**src/cas_pkg.sv**
```systemverilog
`timescale 1ns / 1ps
// ----------------------------------------------------------------------------
// cas_pkg
// shared constants, codes and controller/datapath handshake types
// ----------------------------------------------------------------------------
package cas_pkg;

  localparam int unsigned CAPACITY_DEF = 16;

  localparam int unsigned REQ_W   = 2;
  localparam int unsigned POS_W   = $clog2(CAPACITY_DEF);
  localparam int unsigned DATA_W  = 32;
  localparam int unsigned STS_W   = 2;
  localparam int unsigned COUNT_W = $clog2(CAPACITY_DEF + 1);

  // request codes
  localparam logic [REQ_W-1:0] REQ_APPEND = 2'd0;
  localparam logic [REQ_W-1:0] REQ_READ   = 2'd1;
  localparam logic [REQ_W-1:0] REQ_ERASE  = 2'd2;

  // status codes
  localparam logic [STS_W-1:0] STATUS_OK    = 2'd0;
  localparam logic [STS_W-1:0] STATUS_FULL  = 2'd1;
  localparam logic [STS_W-1:0] STATUS_RANGE = 2'd2;

  typedef enum logic [3:0] {
    S_IDLE  = 4'b0001,
    S_READ  = 4'b0010,
    S_SHIFT = 4'b0100,
    S_DONE  = 4'b1000
  } state_e;

  // controller -> datapath
  typedef struct packed {
    logic             append;        // write value at tail, count up
    logic             read_pos;      // read entry at requested index
    logic             shift_start;   // pointer to index, read the next entry
    logic             shift_step;    // move one entry down, read the one after
    logic             cnt_dec;       // count down after an erase
    logic             stage;         // capture the result word
    logic [STS_W-1:0] stage_status;
    logic             stage_rdata;   // value from read data, else zero
    logic             out_load;      // move the result into the output register
  } cmd_t;

  // datapath -> controller
  typedef struct packed {
    logic full;         // count at capacity
    logic in_range;     // requested index below count
    logic first_more;   // an entry follows the erased one
    logic shift_more;   // another entry still has to move
  } sts_t;

endpackage

```
**src/cas_ctrl.sv**
```systemverilog
`timescale 1ns / 1ps
// ----------------------------------------------------------------------------
// cas_ctrl
// request sequencer: decodes a word, steps reads and erase shifts, hands off
// ----------------------------------------------------------------------------
module cas_ctrl
  import cas_pkg::*;
(
  input  logic             clk_i,
  input  logic             rst_ni,
  input  logic             in_valid_i,
  output logic             in_ready_o,
  input  logic [REQ_W-1:0] req_type_i,
  output logic             out_valid_o,
  input  logic             out_ready_i,
  input  sts_t             sts_i,
  output cmd_t             cmd_o
);

  state_e state_q, state_d;
  logic   out_valid_q, out_valid_d;

  always_comb begin
    state_d    = state_q;
    cmd_o      = '0;
    in_ready_o = 1'b0;
    unique case (state_q)
      S_IDLE: begin
        in_ready_o = 1'b1;
        if (in_valid_i) begin
          state_d = S_DONE;
          unique case (req_type_i)
            REQ_APPEND: begin
              cmd_o.stage = 1'b1;
              if (sts_i.full) begin
                cmd_o.stage_status = STATUS_FULL;
              end else begin
                cmd_o.append       = 1'b1;
                cmd_o.stage_status = STATUS_OK;
              end
            end
            REQ_READ: begin
              if (sts_i.in_range) begin
                cmd_o.read_pos = 1'b1;
                state_d        = S_READ;
              end else begin
                cmd_o.stage        = 1'b1;
                cmd_o.stage_status = STATUS_RANGE;
              end
            end
            REQ_ERASE: begin
              if (!sts_i.in_range) begin
                cmd_o.stage        = 1'b1;
                cmd_o.stage_status = STATUS_RANGE;
              end else if (sts_i.first_more) begin
                cmd_o.shift_start = 1'b1;
                state_d           = S_SHIFT;
              end else begin
                cmd_o.cnt_dec      = 1'b1;
                cmd_o.stage        = 1'b1;
                cmd_o.stage_status = STATUS_OK;
              end
            end
            default: begin
              cmd_o.stage        = 1'b1;
              cmd_o.stage_status = STATUS_RANGE;
            end
          endcase
        end
      end
      S_READ: begin
        cmd_o.stage        = 1'b1;
        cmd_o.stage_status = STATUS_OK;
        cmd_o.stage_rdata  = 1'b1;
        state_d            = S_DONE;
      end
      S_SHIFT: begin
        cmd_o.shift_step = 1'b1;
        if (!sts_i.shift_more) begin
          cmd_o.cnt_dec      = 1'b1;
          cmd_o.stage        = 1'b1;
          cmd_o.stage_status = STATUS_OK;
          state_d            = S_DONE;
        end
      end
      S_DONE: begin
        if (!out_valid_q || out_ready_i) begin
          cmd_o.out_load = 1'b1;
          state_d        = S_IDLE;
        end
      end
      default: begin
        state_d = S_IDLE;
      end
    endcase
  end

  assign out_valid_d = cmd_o.out_load | (out_valid_q & ~out_ready_i);
  assign out_valid_o = out_valid_q;

  always_ff @(posedge clk_i or negedge rst_ni) begin
    if (!rst_ni) begin
      state_q     <= S_IDLE;
      out_valid_q <= 1'b0;
    end else begin
      state_q     <= state_d;
      out_valid_q <= out_valid_d;
    end
  end

`ifndef SYNTHESIS
  a_one_word_at_a_time: assert property (@(posedge clk_i) disable iff (!rst_ni)
    (in_valid_i && in_ready_o) |=> !in_ready_o)
    else $error("new word taken while one is in flight");

  a_done_holds_on_stall: assert property (@(posedge clk_i) disable iff (!rst_ni)
    (state_q == S_DONE && out_valid_q && !out_ready_i) |=> (state_q == S_DONE))
    else $error("result left done state while output was blocked");

  a_load_sets_valid: assert property (@(posedge clk_i) disable iff (!rst_ni)
    cmd_o.out_load |=> out_valid_q)
    else $error("output load without valid");
`endif

endmodule

```
**src/cas_dp.sv**
```systemverilog
`timescale 1ns / 1ps
// ----------------------------------------------------------------------------
// cas_dp
// entry memory, live count, erase pointer and result registers
// ----------------------------------------------------------------------------
module cas_dp
  import cas_pkg::*;
#(
  parameter int unsigned CAPACITY = CAPACITY_DEF
) (
  input  logic                               clk_i,
  input  logic                               rst_ni,
  input  cmd_t                               cmd_i,
  output sts_t                               sts_o,
  input  logic [$clog2(CAPACITY)-1:0]        position_i,
  input  logic signed [DATA_W-1:0]           value_in_i,
  output logic signed [DATA_W-1:0]           read_value_o,
  output logic [STS_W-1:0]                   status_o,
  output logic [$clog2(CAPACITY + 1)-1:0]    item_count_o
);

  localparam int unsigned AW = $clog2(CAPACITY);
  localparam int unsigned CW = $clog2(CAPACITY + 1);
  localparam int unsigned XW = ((CW > AW) ? CW : AW) + 2;

  logic [DATA_W-1:0] mem [CAPACITY];
  logic [DATA_W-1:0] rdata_q;

  logic [CW-1:0] count_q, count_d;
  logic [AW-1:0] ptr_q, ptr_d;

  logic [STS_W-1:0]         stage_status_q;
  logic signed [DATA_W-1:0] stage_value_q;
  logic [STS_W-1:0]         out_status_q;
  logic signed [DATA_W-1:0] out_value_q;
  logic [CW-1:0]            out_count_q;

  logic [XW-1:0]     pos_x, cnt_x, ptr_x;
  logic              wr_en, rd_en;
  logic [AW-1:0]     wr_addr, rd_addr;
  logic [DATA_W-1:0] wr_data;

  assign pos_x = XW'(position_i);
  assign cnt_x = XW'(count_q);
  assign ptr_x = XW'(ptr_q);

  assign sts_o.full       = (count_q == CW'(CAPACITY));
  assign sts_o.in_range   = (pos_x < cnt_x);
  assign sts_o.first_more = ((pos_x + XW'(1)) < cnt_x);
  assign sts_o.shift_more = ((ptr_x + XW'(2)) < cnt_x);

  // one write port: tail append or one step of the erase shift
  assign wr_en   = cmd_i.append | cmd_i.shift_step;
  assign wr_addr = cmd_i.append ? AW'(count_q) : ptr_q;
  assign wr_data = cmd_i.append ? value_in_i : rdata_q;

  // one read port: requested entry, or the next entry to move down
  assign rd_en = cmd_i.read_pos | cmd_i.shift_start | (cmd_i.shift_step & sts_o.shift_more);

  always_comb begin
    priority if (cmd_i.read_pos) begin
      rd_addr = AW'(pos_x);
    end else if (cmd_i.shift_start) begin
      rd_addr = AW'(pos_x + XW'(1));
    end else begin
      rd_addr = AW'(ptr_x + XW'(2));
    end
  end

  always_ff @(posedge clk_i) begin
    if (wr_en) begin
      mem[wr_addr] <= wr_data;
    end
    if (rd_en) begin
      rdata_q <= mem[rd_addr];
    end
  end

  always_comb begin
    count_d = count_q;
    if (cmd_i.append) begin
      count_d = count_q + CW'(1);
    end else if (cmd_i.cnt_dec) begin
      count_d = count_q - CW'(1);
    end
  end

  always_comb begin
    ptr_d = ptr_q;
    if (cmd_i.shift_start) begin
      ptr_d = AW'(pos_x);
    end else if (cmd_i.shift_step) begin
      ptr_d = ptr_q + AW'(1);
    end
  end

  always_ff @(posedge clk_i or negedge rst_ni) begin
    if (!rst_ni) begin
      count_q <= '0;
    end else begin
      count_q <= count_d;
    end
  end

  always_ff @(posedge clk_i) begin
    ptr_q <= ptr_d;
    if (cmd_i.stage) begin
      stage_status_q <= cmd_i.stage_status;
      stage_value_q  <= cmd_i.stage_rdata ? rdata_q : '0;
    end
    if (cmd_i.out_load) begin
      out_status_q <= stage_status_q;
      out_value_q  <= stage_value_q;
      out_count_q  <= count_q;
    end
  end

  assign read_value_o = out_value_q;
  assign status_o     = out_status_q;
  assign item_count_o = out_count_q;

`ifndef SYNTHESIS
  a_append_counts_up: assert property (@(posedge clk_i) disable iff (!rst_ni)
    cmd_i.append |=> (count_q == CW'($past(count_q) + CW'(1))))
    else $error("append did not raise the count");

  a_no_dec_when_empty: assert property (@(posedge clk_i) disable iff (!rst_ni)
    cmd_i.cnt_dec |-> (count_q != '0))
    else $error("erase on an empty list");
`endif

endmodule

```
**src/compacting_array_store.sv**
```systemverilog
`timescale 1ns / 1ps
// ----------------------------------------------------------------------------
// compacting_array_store
// ordered list of signed 32-bit words in a fixed memory, with append, read
// at index and erase at index that closes the gap
// ----------------------------------------------------------------------------
//
//  channel | valid      | ready       | payload
//  --------+------------+-------------+------------------------------------
//  request | in_valid_i | in_ready_o  | req_type_i, position_i, value_in_i
//  result  | out_valid_o| out_ready_i | read_value_o, status_o, item_count_o
//
// one request word at a time; the result register loads in the cycle before
// the earliest next accept, and the steps from an accept are:
//   append, rejected or out-of-range word: decode, then load the result
//   read: decode, registered memory read, then load the result
//   erase at index p: start, then a shift step for each live entry after p,
//   then load; the single memory write port moves one entry per cycle
// the result register lets the next word in while a result waits downstream
// rst_ni clears the count and handshake state; memory contents are not reset
//
module compacting_array_store
  import cas_pkg::*;
#(
  parameter int unsigned CAPACITY = CAPACITY_DEF
) (
  input  logic                            clk_i,
  input  logic                            rst_ni,
  // request word
  input  logic                            in_valid_i,
  output logic                            in_ready_o,
  input  logic [REQ_W-1:0]                req_type_i,
  input  logic [$clog2(CAPACITY)-1:0]     position_i,
  input  logic signed [DATA_W-1:0]        value_in_i,
  // result word
  output logic                            out_valid_o,
  input  logic                            out_ready_i,
  output logic signed [DATA_W-1:0]        read_value_o,
  output logic [STS_W-1:0]                status_o,
  output logic [$clog2(CAPACITY + 1)-1:0] item_count_o
);

  // command and status bundles between sequencer and datapath
  cmd_t cmd;
  sts_t sts;

  // sequencer: decodes the word and steps multi-cycle operations
  cas_ctrl u_ctrl (
    .clk_i       (clk_i),
    .rst_ni      (rst_ni),
    .in_valid_i  (in_valid_i),
    .in_ready_o  (in_ready_o),
    .req_type_i  (req_type_i),
    .out_valid_o (out_valid_o),
    .out_ready_i (out_ready_i),
    .sts_i       (sts),
    .cmd_o       (cmd)
  );

  // datapath: entry memory, count, erase pointer and result registers
  cas_dp #(
    .CAPACITY (CAPACITY)
  ) u_dp (
    .clk_i        (clk_i),
    .rst_ni       (rst_ni),
    .cmd_i        (cmd),
    .sts_o        (sts),
    .position_i   (position_i),
    .value_in_i   (value_in_i),
    .read_value_o (read_value_o),
    .status_o     (status_o),
    .item_count_o (item_count_o)
  );

endmodule
```
**config.mk**
```make
export PLATFORM = sky130hd
export DESIGN_NAME = compacting_array_store
export DESIGN_NICKNAME = d
export VERILOG_FILES = /design/src/cas_pkg.sv /design/src/cas_ctrl.sv /design/src/cas_dp.sv /design/src/compacting_array_store.sv
export SDC_FILE = /design/constraint.sdc
export NUM_CORES = 1
export LEC_CHECK = 0
export BUFFER_PORTS_ARGS = -buffer_cell sky130_fd_sc_hd__clkbuf_2
export CAP_MARGIN = 10
export CORE_MARGIN = 4
export CORE_UTILIZATION = 50
export DETAILED_ROUTE_END_ITERATION = 8
export GPL_ROUTABILITY_DRIVEN = 1
export GPL_TIMING_DRIVEN = 0
export PLACE_DENSITY = 0.64
export SYNTH_ARGS = -nofsm -noshare
export SYNTH_HDL_FRONTEND = slang
export SYNTH_SLANG_ARGS = --single-unit
export TNS_END_PERCENT = 10
```
**constraint.sdc**
```tcl
create_clock -name clk_i -period 8.7 [get_ports clk_i]
set_clock_uncertainty 0.2 [all_clocks]
set_input_delay 0.87 -clock clk_i [delete_from_list [all_inputs] [get_ports clk_i]]
set_output_delay 0.87 -clock clk_i [all_outputs]
set_load 0.02 [all_outputs]
```
Word-level counts from Yosys, hierarchy flattened

Memory sizes are Yosys's and may differ from the RTL's. A register that Yosys moved wholly into a read port is not among the register bits.
Cells that the tools add are included.

Bits in writable memories: 512
Memories: 1
Bits in registers: 87
Word-level logic and storage cells: 84
Output and inout port bits: 41
Input bits: 42

Memory list:

| memory   | words | bits a word | rd ports | clocked after memory_dff | wr ports | line         | RTL |
|---|---|---|---|---|---|---|---|
| u_dp.mem | 16    | 32          | 1        | 1                        | 1        | cas_dp.sv:26 | `logic [DATA_W-1:0] mem [CAPACITY];` |

Bitwise gates (word level): 7
Order comparisons: 3
Add/sub/neg operators: 5
Reductions and logical operators: 6
Mux-type cells: 43
Equal/unequal tests: 10

Operator list:

| kind                                                                | count |
|---|---|
| 4-bit two-way mux                                                   | 14 |
| 32-bit two-way mux                                                  | 1 |
| 3-bit case mux with 3 select lines                                  | 2 |
| 1-bit two-way mux                                                   | 17 |
| 4-bit case mux with 4 select lines                                  | 1 |
| 7-bit by 5-bit less-than comparator with 1-bit output               | 2 |
| 3-bit two-way mux                                                   | 4 |
| 5-bit two-way mux                                                   | 2 |
| 4-bit case mux with 2 select lines                                  | 1 |
| 4-bit by 1-bit adder with 5-bit output (second input constant)      | 1 |
| 4-bit by 2-bit adder with 5-bit output (second input constant)      | 1 |
| 5-bit by 1-bit adder with 5-bit output (second input constant)      | 1 |
| 5-bit == test (second input constant)                               | 1 |
| 4-bit by 5-bit less-than comparator with 1-bit output               | 1 |
| 5-bit by 1-bit subtractor with 5-bit output (second input constant) | 1 |
| 4-bit by 1-bit adder with 4-bit output (second input constant)      | 1 |
| 4-bit by 1-bit == test with 1-bit output (second input constant)    | 1 |
| 4-bit by 2-bit == test with 1-bit output (second input constant)    | 1 |
| 4-bit by 3-bit == test with 1-bit output (second input constant)    | 1 |
| 4-bit == test (second input constant)                               | 1 |
| 2-bit inequality test (second input constant)                       | 2 |
| 1-bit OR                                                            | 4 |
| 2-bit nonzero test                                                  | 2 |
| 3-bit AND reduction                                                 | 1 |
| other kinds (9)                                                     | 10 |

Depth between registers and ports, before layout

Gate-level depths: netlist of the first run.

Depth after elaboration: 10
Depth in mapped cells: 15
Gate-level depth less buffers: 12

Hierarchy

From an unflattened synthesis of the first run, not the netlist that was laid out.

Cells, all modules: 1260
Area, all modules: 26117.5 um2

Modules (own cells, without submodules):

| module   | instances | area an instance (um2) | sequential area each (um2) | cells an instance |
|---|---|---|---|---|
| cas_dp   | 1         | 25623.3                | 18773.0                    | 1206 |
| cas_ctrl | 1         | 494.2                  | 126.4                      | 54 |

Least setup slack after synthesis of the first run

Ideal clock, no wire load.

Path kind: reg-to-reg
Start: register u_dp.ptr_q[1]
End: register u_dp.stage_status_q[0] (enable)
Data required time: 8.028 ns
Period minus slack after synthesis: 4.527 ns
Arrival: 3.854 ns
Library setup time: 0.472 ns
Cell stages (with the launch flop): 8
Path slack: 4.173 ns
Buffers on the path: 0
Path through: edfxtp_1 > ha_1 > ha_1 > a21boi_0 > o21ai_0 > nand2b_1 > a21oi_1 > o21ai_0

RTL lines:

| what                   | line          | RTL |
|---|---|---|
| from (decl)            | cas_dp.sv:30  | `logic [AW-1:0] ptr_q, ptr_d;` |
| from (signal assigned) | cas_dp.sv:106 | `ptr_q <= ptr_d;` |
| to (signal assigned)   | cas_dp.sv:108 | `stage_status_q <= cmd_i.stage_status;` |
| to (decl)              | cas_dp.sv:32  | `logic [STS_W-1:0] stage_status_q;` |

Worst setup path after layout of the first run

Start: register u_dp.count_q[2]
End: register u_dp.rdata_q[31], read port of u_dp.mem, data pin

Word-level cells in the longest chain between the ends: 8
Elaborated cells on any way between the ends: 15
Classes of those cells: order compare: 3; mux: 9; bitwise: 3

RTL lines:

| what                                                  | line                       | RTL |
|---|---|---|
| from (decl)                                           | cas_dp.sv:29               | `logic [CW-1:0] count_q, count_d;` |
| from (signal assigned)                                | cas_dp.sv:101              | `count_q <= count_d;` |
| 7-bit by 5-bit less-than comparator with 1-bit output | cas_dp.sv:49               | `assign sts_o.first_more = ((pos_x + XW'(1)) < cnt_x);` |
| 1-bit two-way mux                                     | cas_ctrl.sv:55             | `end else if (sts_i.first_more) begin` |
| 1-bit two-way mux                                     | cas_ctrl.sv:52             | `if (!sts_i.in_range) begin` |
| 1-bit two-way mux                                     | cas_ctrl.sv:32             | `unique case (req_type_i)` |
| 3-bit two-way mux                                     | cas_ctrl.sv:30             | `if (in_valid_i) begin` |
| 3-bit two-way mux                                     | cas_ctrl.sv:27             | `unique case (state_q)` |
| 4-bit two-way mux / 1-bit OR (equally long branches)  | cas_dp.sv:63, cas_dp.sv:58 |  |
| 4-bit two-way mux / 1-bit OR (equally long branches)  | cas_dp.sv:61, cas_dp.sv:58 |  |
| to (decl)                                             | cas_dp.sv:27               | `logic [DATA_W-1:0] rdata_q;` |

Parallel ways exist; a longest one is shown, timed or not.
A chain may end at the register's enable or synchronous reset.

==> parameters.txt, run 1 <==
Parameter                              Value

Timing
  Transition time of the tightest slew-check pin    1080 ps
  Max_slew headroom    27.0%
  Total count of hold-check failures in the final report    0
  Final Slew Violations    0
  Achievable frequency    224 MHz
  Number of endpoints failing setup at the final stage    0
  Worst Hold Slack    216 ps
  Setup tns final    0 ps
  Final worst-path cycle share    51.4%
  RSZ-0062 raised after global routing    no
  Final critical path time including I/O delays and setup    4470 ps

Worst setup path
  Crit. End Element    flip-flop
  Data arrival at the endpoint of the critical path    4550 ps
  Data required time of the critical path    8780 ps
  Kind of critical path    reg -> reg
  Critical Path Start Type    flip-flop
  Crit Path Max Fanout    10

CTS
  Worst-path clk slew    60 ps
  Skew-Pair Late Insertion Delay    590 ps
  CTS H-tree depth    3
  Total CTS buffers    66
  Clock tree from TritonCTS    done
  Post-CTS Resized    0
  Root buf cell    sky130_fd_sc_hd__clkbuf_16
  Post CTS Setup Buffer Count    0
  Clock Path Buffers    3
  Clock sink total    631

Drt
  Detailed Routing Iterations Pass 1    6
  Total Routed Length    61,400 um
  Count of unresolved DRC violations after routing    0
  Avg Vias per Cell    5.65
  Routed len/inst    23.3 um
  Drt first-iter violations    1,328
  Total vias in the final route    14,900
  Antenna-violating nets left    0

GRT
  Pin count of the biggest net entering global routing    23
  Wire length of the first global-routing pass    91,100 um
  Grt total ovfl    0
  Global routing usage summed across all routing layers    22.4%
  Initial antenna violation count    0
  Vias in the first global route    15,000

Synth
  Top cells by area in the synthesized netlist    sky130_fd_sc_hd__edfxtp_1 73%, sky130_fd_sc_hd__mux2i_1 8.8%, sky130_fd_sc_hd__nand2_1 4.8%
  Most frequent cells after synthesis    621 x sky130_fd_sc_hd__edfxtp_1, 328 x sky130_fd_sc_hd__nand2_1, 226 x sky130_fd_sc_hd__mux2i_1
  Mapped Avg Cell Area    14.7 um2
  Post-Syn Nets    1,804
  Cells after Synth    1,740
  Predominant post-synthesis flop cell    sky130_fd_sc_hd__edfxtp_1
  Area share of the leading cell type in the synthesized netlist    72.7%
  Leading area contributor after synthesis    sky130_fd_sc_hd__edfxtp_1
  Unique cell type count in the Yosys netlist    59
  Yosys warns    0
  Library cell with the highest instance count after synthesis    sky130_fd_sc_hd__edfxtp_1
  Synthesized cell area    0.0256 mm2
  Synthesis-stage register bit count    631
  Synth async-reset ratio    1.58%
  Part of the Yosys area used for sequential elements    73.7%
  EDFF count, synth    621

Power and ir drop
  Net switching power    0.00291 W
  Sw frac    31.7%
  IR drop worst, VDD    0.239 mV
  Leakage power total    10.9 nW
  Power share of the clock group    30.0%
  Internal power summed over all cells    0.00627 W
  Power density over the cells    310 mW/mm2
  Total power of the final layout    0.00918 W
  Fraction of power consumed by combinational cells    27.6%
  Seq pwr share    42.4%

Min path
  Hold/Removal Path Class    reg -> reg

Finish
  Area growth from synthesis to final layout    15.4%
  Final Net Count    1,975
  Antenna diode instance count    0
  Proportion of layout cells with a drive suffix above 1    14.5%

Die
  Area of the core    0.0505 mm2
  Num ports    83
  Placement Rows    82
  Height of the die    234 um
  Die width    234 um
  Die Outline Area    0.0550 mm2
  Initial core utilization    50.8%

Run status
  Result of the run    complete, no violations

Flow run
  Max capacitance violation total    0

Placed design
  Post-detail-place hpwl    40,000 um
  Routability cong.    0.820
  Number of input and output port buffers inserted    82
## cell families after synthesis
group	after synthesis	share of synthesized area, %
and+or+nand+nor	620	10.3
DFF	631	73.7
muxes	228	8.91
AOI/OAI and AO/OA	126	3.49
adders and majority gates	22	1.10
xor gates and xnor gates	10	0.342
buffers and inverters	103	2.12
## worst max-delay path: stages (launching register included)
cell and delay [ps]:
sky130_fd_sc_hd__dfrtp_1 450, sky130_fd_sc_hd__inv_1 250, sky130_fd_sc_hd__ha_1 300, sky130_fd_sc_hd__a21o_1 180
sky130_fd_sc_hd__a31oi_1 350, sky130_fd_sc_hd__o21a_1 330, sky130_fd_sc_hd__o21ai_1 190, sky130_fd_sc_hd__nand2_2 340
sky130_fd_sc_hd__buf_2 350, sky130_fd_sc_hd__buf_4 350, sky130_fd_sc_hd__mux2i_1 240, sky130_fd_sc_hd__mux2i_1 90
sky130_fd_sc_hd__mux2i_1 290, sky130_fd_sc_hd__o22ai_1 230
## power groups by stage
| stage | Clock [W] | Combinational, W | Sequential [W] |
|---|---|---|---|
| finish | 0.00275 | 0.00253 | 0.00390 |
| global route | 0.00293 | 0.00274 | 0.00391 |
| CTS | 0.00279 | 0.00253 | 0.00389 |
| detailed placement | 0 | 0.00251 | 0.00396 |
| global placement | 0 | 0.00241 | 0.00397 |
| floorplan | 0 | 0.00162 | 0.00395 |
## cells in the final DEF, fill, tap and decap left out, types with 3 or more instances in the layout
master	instances
sky130_fd_sc_hd__a21o_1	5
sky130_fd_sc_hd__a21oi_1	10
sky130_fd_sc_hd__a22oi_1	6
sky130_fd_sc_hd__a31oi_1	6
sky130_fd_sc_hd__and2_1	34
sky130_fd_sc_hd__and3_1	5
sky130_fd_sc_hd__buf_12	10
sky130_fd_sc_hd__buf_16	9
sky130_fd_sc_hd__buf_2	45
sky130_fd_sc_hd__buf_4	14
sky130_fd_sc_hd__buf_6	7
sky130_fd_sc_hd__bufinv_16	5
sky130_fd_sc_hd__clkbuf_1	38
sky130_fd_sc_hd__clkbuf_16	71
sky130_fd_sc_hd__clkbuf_2	82
sky130_fd_sc_hd__clkinv_1	12
sky130_fd_sc_hd__clkinv_2	9
sky130_fd_sc_hd__dfrtp_1	9
sky130_fd_sc_hd__edfxtp_1	621
sky130_fd_sc_hd__ha_1	21
sky130_fd_sc_hd__inv_1	15
sky130_fd_sc_hd__mux2i_1	226
sky130_fd_sc_hd__nand2_1	327
sky130_fd_sc_hd__nand2b_1	6
sky130_fd_sc_hd__nand3_1	96
sky130_fd_sc_hd__nand3b_1	3
sky130_fd_sc_hd__nor2_1	110
sky130_fd_sc_hd__nor2_4	17
sky130_fd_sc_hd__nor2b_1	4
sky130_fd_sc_hd__nor3_1	5
sky130_fd_sc_hd__o211ai_1	32
sky130_fd_sc_hd__o21ai_0	9
sky130_fd_sc_hd__o21ai_1	3
sky130_fd_sc_hd__o22ai_1	33
sky130_fd_sc_hd__or3_1	3
sky130_fd_sc_hd__xnor2_1	7
sky130_fd_sc_hd__xor2_1	3
## layout make-up
type,count,area [um2]
tap,672,841
clock inverter,27,249
sequential,631,18900
clock buffer,89,1840
fill,3912,20900
multi-input combinational,1006,6350
inverter,16,60.1
timing repair buffer,103,876
buffer,87,484
## flip-flops by register name (all words and copies together) (netlist names), 4 cells and up
signal	cells
u_dp.mem	512
u_dp.rdata_q	32
u_dp.read_value_o	32
u_dp.stage_value_q	32
u_dp.count_q	5
u_dp.item_count_o	5
u_ctrl.state_q	4
u_dp.ptr_q	4
## path summary, 6_finish.rpt
path                                                     startpoint                        endpoint  slack, ps  depth (start not counted)
worst max-delay path                    u_dp.count_q[2]$_DFFE_PN0P_      u_dp.rdata_q[31]$_DFFE_PP_       4230                         13
worst min-delay path            u_dp.stage_value_q[6]$_SDFFCE_PN0P_  u_dp.read_value_o[6]$_DFFE_PP_        220                          0
worst max register to register          u_dp.count_q[2]$_DFFE_PN0P_      u_dp.rdata_q[31]$_DFFE_PP_       4230                         13
worst min register to register  u_dp.stage_value_q[6]$_SDFFCE_PN0P_  u_dp.read_value_o[6]$_DFFE_PP_        220                          0
max in group asynchronous                                    rst_ni   u_ctrl.state_q[0]$_DFFE_PN1P_       7510                          2
min in group asynchronous                                    rst_ni     u_dp.count_q[3]$_DFFE_PN0P_        520                          2
## metrics by stage
stage	setup WS, ps	utilization [%]	area (um2)	cells
after floorplan	4170	-	25600	1740
after global placement	1350	53.3	26900	2494
after detailed placement	3850	54.5	27500	2514
after CTS	4390	58.6	29600	2631
after global routing	4110	58.6	29600	2631
final	4230	58.6	29600	2631
## layer usage
metal	track usage [%]	vias up	wire length, um
li1	-	6773	-
met1	30.9	7423	26500
met2	36.0	557	28900
met3	4.22	101	4180
met4	8.29	0	1780
met5	0	-	0
## repair_timing
item,CTS,global route
endpoints found under the setup margin,0,0
hold buffers,1,0
hold endpoints to repair,9,0
Power figures use the tool's default switching activity.
==> run 2, diff against run 1 <==
--- a/config.mk
+++ b/config.mk
@@ -12,7 +12,7 @@
 export DETAILED_ROUTE_END_ITERATION = 8
 export GPL_ROUTABILITY_DRIVEN = 1
 export GPL_TIMING_DRIVEN = 0
-export PLACE_DENSITY = 0.64
+export PLACE_DENSITY = 0.67
 export SYNTH_ARGS = -nofsm -noshare
 export SYNTH_HDL_FRONTEND = slang
 export SYNTH_SLANG_ARGS = --single-unit
==> constraint.sdc (replaced) <==
create_clock -name clk_i -period 3.62 [get_ports clk_i]
set_clock_uncertainty 0.2 [all_clocks]
set_input_delay 0.362 -clock clk_i [delete_from_list [all_inputs] [get_ports clk_i]]
set_output_delay 0.362 -clock clk_i [all_outputs]
set_load 0.02 [all_outputs]
==> run 2 against run 1 <==
  * Final cell count increased by 0.46%
  * First-iteration DRC count increased by 10%
  * Clock power increased by 120%
  * Die area unchanged
  * Largest cell class unchanged
==> parameters.txt, run 2 (synthesis results as in run 1) <==
Parameter                              Value

Min path
  Hold/Removal Path Class    in -> reg
  Source of the worst hold timing path    position_i[2]
  Worst min-delay path endpoint    u_dp.ptr_q[2]$_DFFE_PP_
  Min-Delay Path Depth    3 (+3)

Finish
  Area growth from synthesis to final layout    16.7%
  Antenna diode instance count    0 (unchanged)
  Final Net Count    1,987 (+0.61%)
  Share of the core filled with cells    59.3% (+0.66 points)
  Post-route cell area    0.0299 mm2 (+1.1%)
  Proportion of layout cells with a drive suffix above 1    16.7% (+2.2 points)
  Largest Register    u_dp.mem
  Fill count    3,796 (-3.0%)
  Leading cell type in the layout, fill and taps excluded    sky130_fd_sc_hd__edfxtp_1
  Max reg flops    512 (unchanged)
  Top library cells by usage in the layout, fill and taps aside    621 x sky130_fd_sc_hd__edfxtp_1, 327 x sky130_fd_sc_hd__nand2_1, 224 x sky130_fd_sc_hd__mux2i_1

Placed design
  Number of input and output port buffers inserted    82 (unchanged)
  Routability cong.    0.834 (+1.8%)
  Place WS    -717 ps (-4560 ps)
  Area after DPL    0.0275 mm2 (unchanged)
  Post-detail-place hpwl    39,400 um (-1.5%)

Drt
  Count of unresolved DRC violations after routing    0 (unchanged)
  Drt first-iter violations    1,461 (+10%)
  Routed len/inst    22.9 um (-1.8%)
  Total Routed Length    60,500 um (-1.4%)
  Detailed Routing Iterations Pass 1    5 (-1)
  Total vias in the final route    14,800 (-0.38%)
  Antenna-violating nets left    0 (unchanged)
  Avg Vias per Cell    5.60 (-0.83%)

Power and ir drop
  Sw frac    31.7% (about the same)
  Net switching power    0.00695 W (+140%)
  Power share of the clock group    28.1% (-1.9 points)
  Fraction of power consumed by combinational cells    29.1% (+1.5 points)
  Seq pwr share    42.8% (+0.4 points)
  IR drop worst, VDD    0.470 mV (+97%)
  Leakage power total    11.0 nW (+1.2%)
  Power density over the cells    731 mW/mm2 (+140%)
  Internal power summed over all cells    0.0149 W (+140%)

Worst setup path
  Crit. End Element    flip-flop
  Critical Path Start Type    flip-flop
  R2r startpoint    u_dp.count_q[3]$_DFFE_PN0P_
  Data required time of the critical path    3760 ps (-5020 ps)
  Crit Path Max Fanout    10 (unchanged)
  Kind of critical path    reg -> reg
  R2R cell count    13 (unchanged)
  Slack of the worst reg-to-reg path    50 ps (-4190 ps)
  Reg-to-reg critical path endpoint    u_dp.rdata_q[9]$_DFFE_PP_
  Data arrival at the endpoint of the critical path    3710 ps (-840 ps)

Timing
  Max_slew headroom    26.1% (-0.93 points)
  Final critical path time including I/O delays and setup    3570 ps (-894 ps)
  RSZ-0062 raised after global routing    yes
  Worst Hold Slack    43.6 ps (-172 ps)
  Setup tns final    0 ps (unchanged)
  Number of endpoints failing setup at the final stage    0 (unchanged)
  Final Slew Violations    0 (unchanged)
  Transition time of the tightest slew-check pin    1110 ps (+29.1 ps)
  Worst path setup slack after routing    46.6 ps (-4190 ps)
  Final worst-path cycle share    98.7% (+47 points)
  Achievable frequency    280 MHz (+25%)
  Total count of hold-check failures in the final report    0 (unchanged)

GRT
  Global routing usage summed across all routing layers    22.1% (-0.33 points)
  Wire length of the first global-routing pass    90,100 um (-1.1%)
  Initial antenna violation count    0 (unchanged)
  Grt total ovfl    0 (unchanged)
  Vias in the first global route    14,600 (-2.4%)
  Pin count of the biggest net entering global routing    24 (+4.3%)

CTS
  Skew-Pair Late Insertion Delay    630 ps (+40 ps)
  Total CTS buffers    60 (-9.1%)
  Clock sink total    631 (unchanged)
  Worst-path clk slew    60 ps (about the same)
  Clock tree from TritonCTS    done
  Clock Path Buffers    3 (unchanged)
  Root buf cell    sky130_fd_sc_hd__clkbuf_16
  CTS H-tree depth    2 (-1)

Die
  Initial core utilization    50.8% (unchanged)
  Height of the die    234 um (unchanged)
  Area of the core    0.0505 mm2 (unchanged)
  Placement Rows    82 (unchanged)
  Die width    234 um (unchanged)
  Num ports    83 (unchanged)
  Die Outline Area    0.0550 mm2 (unchanged)

Run status
  Result of the run    complete, no violations

Flow run
  Max capacitance violation total    0 (unchanged)
## run 2: cell type report
class / count / area (um2) / share of cell area [%]
inverter: 16 / 62.6 / 0.209
timing repair buffer: 122 / 1150 / 3.83
clock inverter: 38 / 360 / 1.20
buffer: 86 / 602 / 2.01
clock buffer: 72 / 1570 / 5.24
multi-input combinational: 1006 / 6450 / 21.6
sequential: 631 / 18900 / 63.1
tap: 672 / 841 / 2.81
## run 2: worst max-delay path, stage by stage (launching register included)
cell and delay, ps:
sky130_fd_sc_hd__dfrtp_2 450, sky130_fd_sc_hd__inv_2 90, sky130_fd_sc_hd__ha_1 290, sky130_fd_sc_hd__or2_1 230, sky130_fd_sc_hd__a21o_1 200, sky130_fd_sc_hd__o31a_1 200
sky130_fd_sc_hd__a32o_2 290, sky130_fd_sc_hd__a211o_1 270, sky130_fd_sc_hd__buf_4 190, sky130_fd_sc_hd__buf_8 180, sky130_fd_sc_hd__buf_6 180, sky130_fd_sc_hd__mux2i_1 130
sky130_fd_sc_hd__mux2i_1 240, sky130_fd_sc_hd__o22ai_1 130
## run 2: worst max-delay path by stage
stage	start	to	slack, ps
global placement	u_ctrl.state_q[0]$_DFFE_PN1P_	u_dp.mem[8][14]$_DFFE_PP_	-2390
global route	u_ctrl.state_q[0]$_DFFE_PN1P_	u_dp.mem[11][9]$_DFFE_PP_	-100
floorplan	u_ctrl.state_q[0]$_DFFE_PN1P_	u_dp.mem[13][0]$_DFFE_PP_	-350
finish	u_dp.count_q[3]$_DFFE_PN0P_	u_dp.rdata_q[9]$_DFFE_PP_	50
detailed placement	position_i[0]	u_dp.rdata_q[19]$_DFFE_PP_	-720
CTS	u_dp.count_q[2]$_DFFE_PN0P_	u_dp.rdata_q[31]$_DFFE_PP_	0.9
## run 2: metal layers
| layer | vias to the layer above | global-route usage [%] | part of all wire [%] |
|---|---|---|---|
| met5 | - | 0 | 0 |
| met4 | 0 | 6.68 | 2.8 |
| met3 | 116 | 4.61 | 7.2 |
| met2 | 519 | 36.8 | 49 |
| met1 | 7361 | 29.6 | 41 |
| li1 | 6802 | - | - |
## run 2: what timing repair did
action | CTS | global route
hold buffers | 6 | 1
endpoints found under the hold margin | 15 | 1
gates resized for setup | 51 | 31
setup endpoints to repair | 975 | 567
pin swaps | 6 | 5
buffers inserted | 10 | 3
## run 2: stage by stage
step / total power (W) / instances
after floorplan: 0.0134 / 1740
after global placement: 0.0153 / 2494
after detailed placement: 0.0155 / 2514
after CTS: 0.0219 / 2639
after global routing: 0.0228 / 2643
final: 0.0219 / 2643
## run 2: power by group through the flow
| stage | Combinational (W) | Sequential (W) | Clock (W) |
|---|---|---|---|
| 6_report | 0.00636 | 0.00937 | 0.00616 |
| 5_1_grt | 0.00687 | 0.00940 | 0.00656 |
| 4_1_cts | 0.00629 | 0.00936 | 0.00624 |
| 3_5_place_dp | 0.00601 | 0.00951 | 0 |
| 3_3_place_gp | 0.00576 | 0.00952 | 0 |
| 2_1_floorplan | 0.00390 | 0.00950 | 0 |
==> run 3, diff against run 2 <==
--- a/config.mk
+++ b/config.mk
@@ -5,6 +5,7 @@
 export SDC_FILE = /design/constraint.sdc
 export NUM_CORES = 1
 export LEC_CHECK = 0
+export ABC_AREA = 1
 export BUFFER_PORTS_ARGS = -buffer_cell sky130_fd_sc_hd__clkbuf_2
 export CAP_MARGIN = 10
 export CORE_MARGIN = 4
==> constraint.sdc (replaced) <==
create_clock -name clk_i -period 2.96 [get_ports clk_i]
set_clock_uncertainty 0.2 [all_clocks]
set_input_delay 0.296 -clock clk_i [delete_from_list [all_inputs] [get_ports clk_i]]
set_output_delay 0.296 -clock clk_i [all_outputs]
set_load 0.02 [all_outputs]
==> run 3 against run 2 <==
  * The flow now finishes with violations (setup timing)
  * Setup slack lost 250 ps
  * Global-route usage grew 5.2 points
  * Area after synthesis grew 8.1%
  * Maximum frequency grew 13%
  * Via count grew 40%
  * Flip-flop and latch count is the same
  * Register-to-register slack lost 250 ps
  * Clock power grew 17%
  * Worst hold slack lost 17 ps
  * Critical path depth grew 2
  * Sequential share of layout area shrank 8.8 points
  * Cell area grew 16%
==> parameters.txt, run 3 <==
Parameter                              Value

Min path
  Worst min-delay path endpoint    u_dp.mem[2][13]$_DFFE_PP_
  Min-Delay Path Depth    3 (unchanged)
  Source of the worst hold timing path    value_in_i[13]
  Hold/Removal Path Class    in -> reg

Worst setup path
  Slowest stage delay, CP    420 ps (-30 ps)
  R2R cell count    15 (+2)
  Crit Path Max Fanout    10 (unchanged)
  R2r startpoint    u_dp.count_q[4]$_DFFE_PN0P_
  Cell repeated most along the worst path    sky130_fd_sc_hd__nand2_1
  Reg-to-reg critical path endpoint    u_dp.rdata_q[30]$_DFFE_PP_
  Worst-path cell chain    inv_2 > ha_1 > a21o_1 > a21oi_4 > nand3_4 > clkbuf_4 > nand2_1 > nand2_1 > nand2_1 > o21ai_4 > inv_6 > buf_6 > nand3_1 > nand3_1 > nand2_1
  Critical Path Start Type    flip-flop
  Kind of critical path    reg -> reg
  Data arrival at the endpoint of the critical path    3360 ps (-350 ps)
  Slack of the worst reg-to-reg path    -210 ps (-250 ps)
  Data required time of the critical path    3160 ps (-600 ps)
  Crit. End Element    flip-flop
  Slowest CP cell    sky130_fd_sc_hd__dfrtp_1

CTS
  Worst-path clk slew    60 ps (about the same)
  Clock Path Buffers    3 (unchanged)
  Root buf cell    sky130_fd_sc_hd__clkbuf_16
  Skew-Pair Late Insertion Delay    650 ps (+20 ps)
  Total CTS buffers    61 (+1.7%)
  CTS H-tree depth    2 (unchanged)
  Clock tree from TritonCTS    done
  Clock sink total    631 (unchanged)

Timing
  Final critical path time including I/O delays and setup    3170 ps (-408 ps)
  Transition time of the tightest slew-check pin    1150 ps (+44.3 ps)
  Max_slew headroom    23.2% (-3.0 points)
  RSZ-0062 raised after global routing    yes
  Number of endpoints failing setup at the final stage    102 (+102)
  Total count of hold-check failures in the final report    0 (unchanged)
  Final worst-path cycle share    107% (+8.2 points)
  Final Slew Violations    0 (unchanged)
  Worst Hold Slack    26.8 ps (-16.8 ps)
  Worst path setup slack after routing    -206 ps (-252 ps)
  Achievable frequency    316 MHz (+13%)

Run status
  Result of the run    finished with violations
  Violations in the final reports    setup timing

Drt
  Avg Vias per Cell    5.59 (-0.12%)
  Drt first-iter violations    2,590 (+77%)
  Routed len/inst    23.0 um (+0.33%)
  Detailed Routing Iterations Pass 1    5 (unchanged)
  Total Routed Length    85,100 um (+40%)
  Count of unresolved DRC violations after routing    0 (unchanged)
  Total vias in the final route    20,700 (+40%)
  Antenna-violating nets left    0 (unchanged)

Finish
  Largest Register    u_dp.mem
  Leading cell type in the layout, fill and taps excluded    sky130_fd_sc_hd__edfxtp_1
  Top library cells by usage in the layout, fill and taps aside    621 x sky130_fd_sc_hd__edfxtp_1, 578 x sky130_fd_sc_hd__inv_1, 496 x sky130_fd_sc_hd__nand3_1
  Share of the core filled with cells    63.2% (+3.9 points)
  Proportion of layout cells with a drive suffix above 1    21.7% (+5.0 points)
  Final Net Count    2,968 (+49%)
  Area growth from synthesis to final layout    25.4%
  Antenna diode instance count    0 (unchanged)
  Max reg flops    512 (unchanged)

Synth
  Most frequent cells after synthesis    622 x sky130_fd_sc_hd__nand3_1, 621 x sky130_fd_sc_hd__edfxtp_1, 584 x sky130_fd_sc_hd__inv_1
  Post-Syn Nets    2,681 (+49%)
  Unique cell type count in the Yosys netlist    35 (-41%)
  Part of the Yosys area used for sequential elements    68.2% (-5.5 points)
  Cells after Synth    2,617 (+50%)
  EDFF count, synth    621 (unchanged)
  Synthesis-stage register bit count    631 (unchanged)
  Synth async-reset ratio    1.58% (unchanged)
  Leading area contributor after synthesis    sky130_fd_sc_hd__edfxtp_1
  Library cell with the highest instance count after synthesis    sky130_fd_sc_hd__nand3_1
  Area share of the leading cell type in the synthesized netlist    67.3% (-5.4 points)
  Top cells by area in the synthesized netlist    sky130_fd_sc_hd__edfxtp_1 67%, sky130_fd_sc_hd__nand3_1 11%, sky130_fd_sc_hd__inv_1 7.9%
  Synthesized cell area    0.0277 mm2 (+8.1%)
  Mapped Avg Cell Area    10.6 um2 (-28%)
  Predominant post-synthesis flop cell    sky130_fd_sc_hd__edfxtp_1
  Yosys warns    0 (unchanged)

Die
  Die width    243 um (+3.8%)
  Die Outline Area    0.0593 mm2 (+7.8%)
  Area of the core    0.0550 mm2 (+8.9%)
  Placement Rows    86 (+4.9%)
  Num ports    83 (unchanged)
  Height of the die    243 um (+3.8%)
  Initial core utilization    50.4% (-0.39 points)

Placed design
  Place WS    -1090 ps (-376 ps)
  Post-detail-place hpwl    51,800 um (+31%)
  Number of input and output port buffers inserted    82 (unchanged)
  Routability cong.    0.884 (+6.0%)

Power and ir drop
  Seq pwr share    56.8% (+14 points)
  Net switching power    0.00335 W (-52%)
  Internal power summed over all cells    0.0136 W (-8.7%)
  Sw frac    19.7% (-12 points)
  Leakage power total    14.5 nW (+32%)
  Power share of the clock group    42.5% (+14 points)
  IR drop worst, VDD    0.561 mV (+19%)
  Fraction of power consumed by combinational cells    0.6% (-29 points)
  Power density over the cells    489 mW/mm2 (-33%)

GRT
  Pin count of the biggest net entering global routing    24 (unchanged)
  Wire length of the first global-routing pass    120,000 um (+33%)
  Global routing usage summed across all routing layers    27.2% (+5.2 points)
  Vias in the first global route    19,800 (+36%)
  Grt total ovfl    0 (unchanged)
  Initial antenna violation count    0 (unchanged)

Flow run
  Max capacitance violation total    0 (unchanged)
==> run 3: cell types whose count changed in the layout (fill, tap and decap cells not counted), sizes merged, moves of 23 or more <==
| cell | delta |
|---|---|
| buf | +123 |
| and2 | -35 |
| nand2 | +141 |
| nand3 | +529 |
| o211ai | -29 |
| mux2i | -226 |
| dlygate4sd3 | +23 |
| inv | +573 |
| o21ai | +32 |
| o22ai | -32 |
| nor2 | -62 |
==> run 3: logic make-up (layout without fill, tap and decap cells) <==
logic type               after synthesis  in the layout  synth area share (%)
AND/OR/NAND/NOR                     1172           1173                  19.0
buffers and inverters                719           1054                  10.3
flip-flops                           631            631                  68.2
AO/OA/AOI/OAI                         64             64                  1.26
adder cells (fa/ha/maj)               22             22                  1.02
XOR/XNOR                               9              9                 0.284
==> run 3: how the worst max path moves through the flow <==
stage                                        startpoint                                   end  slack, ps  cells past startpoint
final                       u_dp.count_q[4]$_DFFE_PN0P_            u_dp.rdata_q[30]$_DFFE_PP_       -210                     15
after global routing        u_dp.count_q[3]$_DFFE_PN0P_  u_dp.stage_value_q[18]$_SDFFCE_PN0P_       -360                     12
after CTS                   u_dp.count_q[2]$_DFFE_PN0P_            u_dp.rdata_q[21]$_DFFE_PP_       -180                     20
after detailed placement  u_ctrl.state_q[0]$_DFFE_PN1P_             u_dp.mem[3][20]$_DFFE_PP_      -1090                      8
after global placement    u_ctrl.state_q[0]$_DFFE_PN1P_       u_dp.read_value_o[15]$_DFFE_PP_      -2220                      3
after floorplan           u_ctrl.state_q[0]$_DFFE_PN1P_              u_dp.mem[7][0]$_DFFE_PP_       -240                      7
==> run 3: power by group through the flow <==
stage	sequential (W)	combinational, W	clock, W
global placement	0.00985	0.0000643	0
CTS	0.00966	0.000100	0.00725
global route	0.00965	0.000117	0.00769
floorplan	0.00985	0.0000235	0
detailed placement	0.00985	0.0000670	0
finish	0.00966	0.000106	0.00723
==> run 3: cell type report <==
class / count / area, um2
sequential: 631 / 18900
clock inverter: 37 / 215
clock buffer: 75 / 1580
multi-input combinational: 1268 / 7120
timing repair buffer: 223 / 2320
inverter: 588 / 2220
buffer: 131 / 1480
tap: 748 / 936
fill: 4086 / 20200
==> run 3: critical path: cells and delay by family (launching register included) <==
kind / cells / cell delay, ps
adders and majority gates: 1 / 320
AOI/OAI and AO/OA: 3 / 530
buffers and inverters: 4 / 710
and+or+nand+nor: 7 / 720
DFF: 1 / 420
==> run 3: per-layer routing <==
layer	GRT usage [%]	part of all wire [%]	vias to the layer above
met5	0	0	-
met4	12.5	5.6	0
met3	6.19	11	301
met2	44.4	47	1369
met1	35.1	36	9845
li1	-	-	9182
==> run 3: what timing repair did <==
| action | in CTS | in global routing |
|---|---|---|
| pin swaps | 29 | 83 |
| gates resized for setup | 291 | 236 |
| gates cloned | 7 | 8 |
| hold buffers | 27 | 3 |
| setup endpoints to repair | 1070 | 910 |
| setup buffers | 43 | 8 |
| endpoints found under the hold margin | 113 | 18 |
==> run 3: metrics by stage <==
stage	TNS (ps)	total power, W	cell area [um2]	cells
2_1_floorplan	-121770	0.00987	27800	2617
6_report	-12850	0.0170	34800	3701
3_3_place_gp	-1458480	0.00991	29100	3447
5_1_grt	-46760	0.0175	34800	3701
3_5_place_dp	-658130	0.00992	29800	3494
4_1_cts	-10940	0.0170	33500	3683
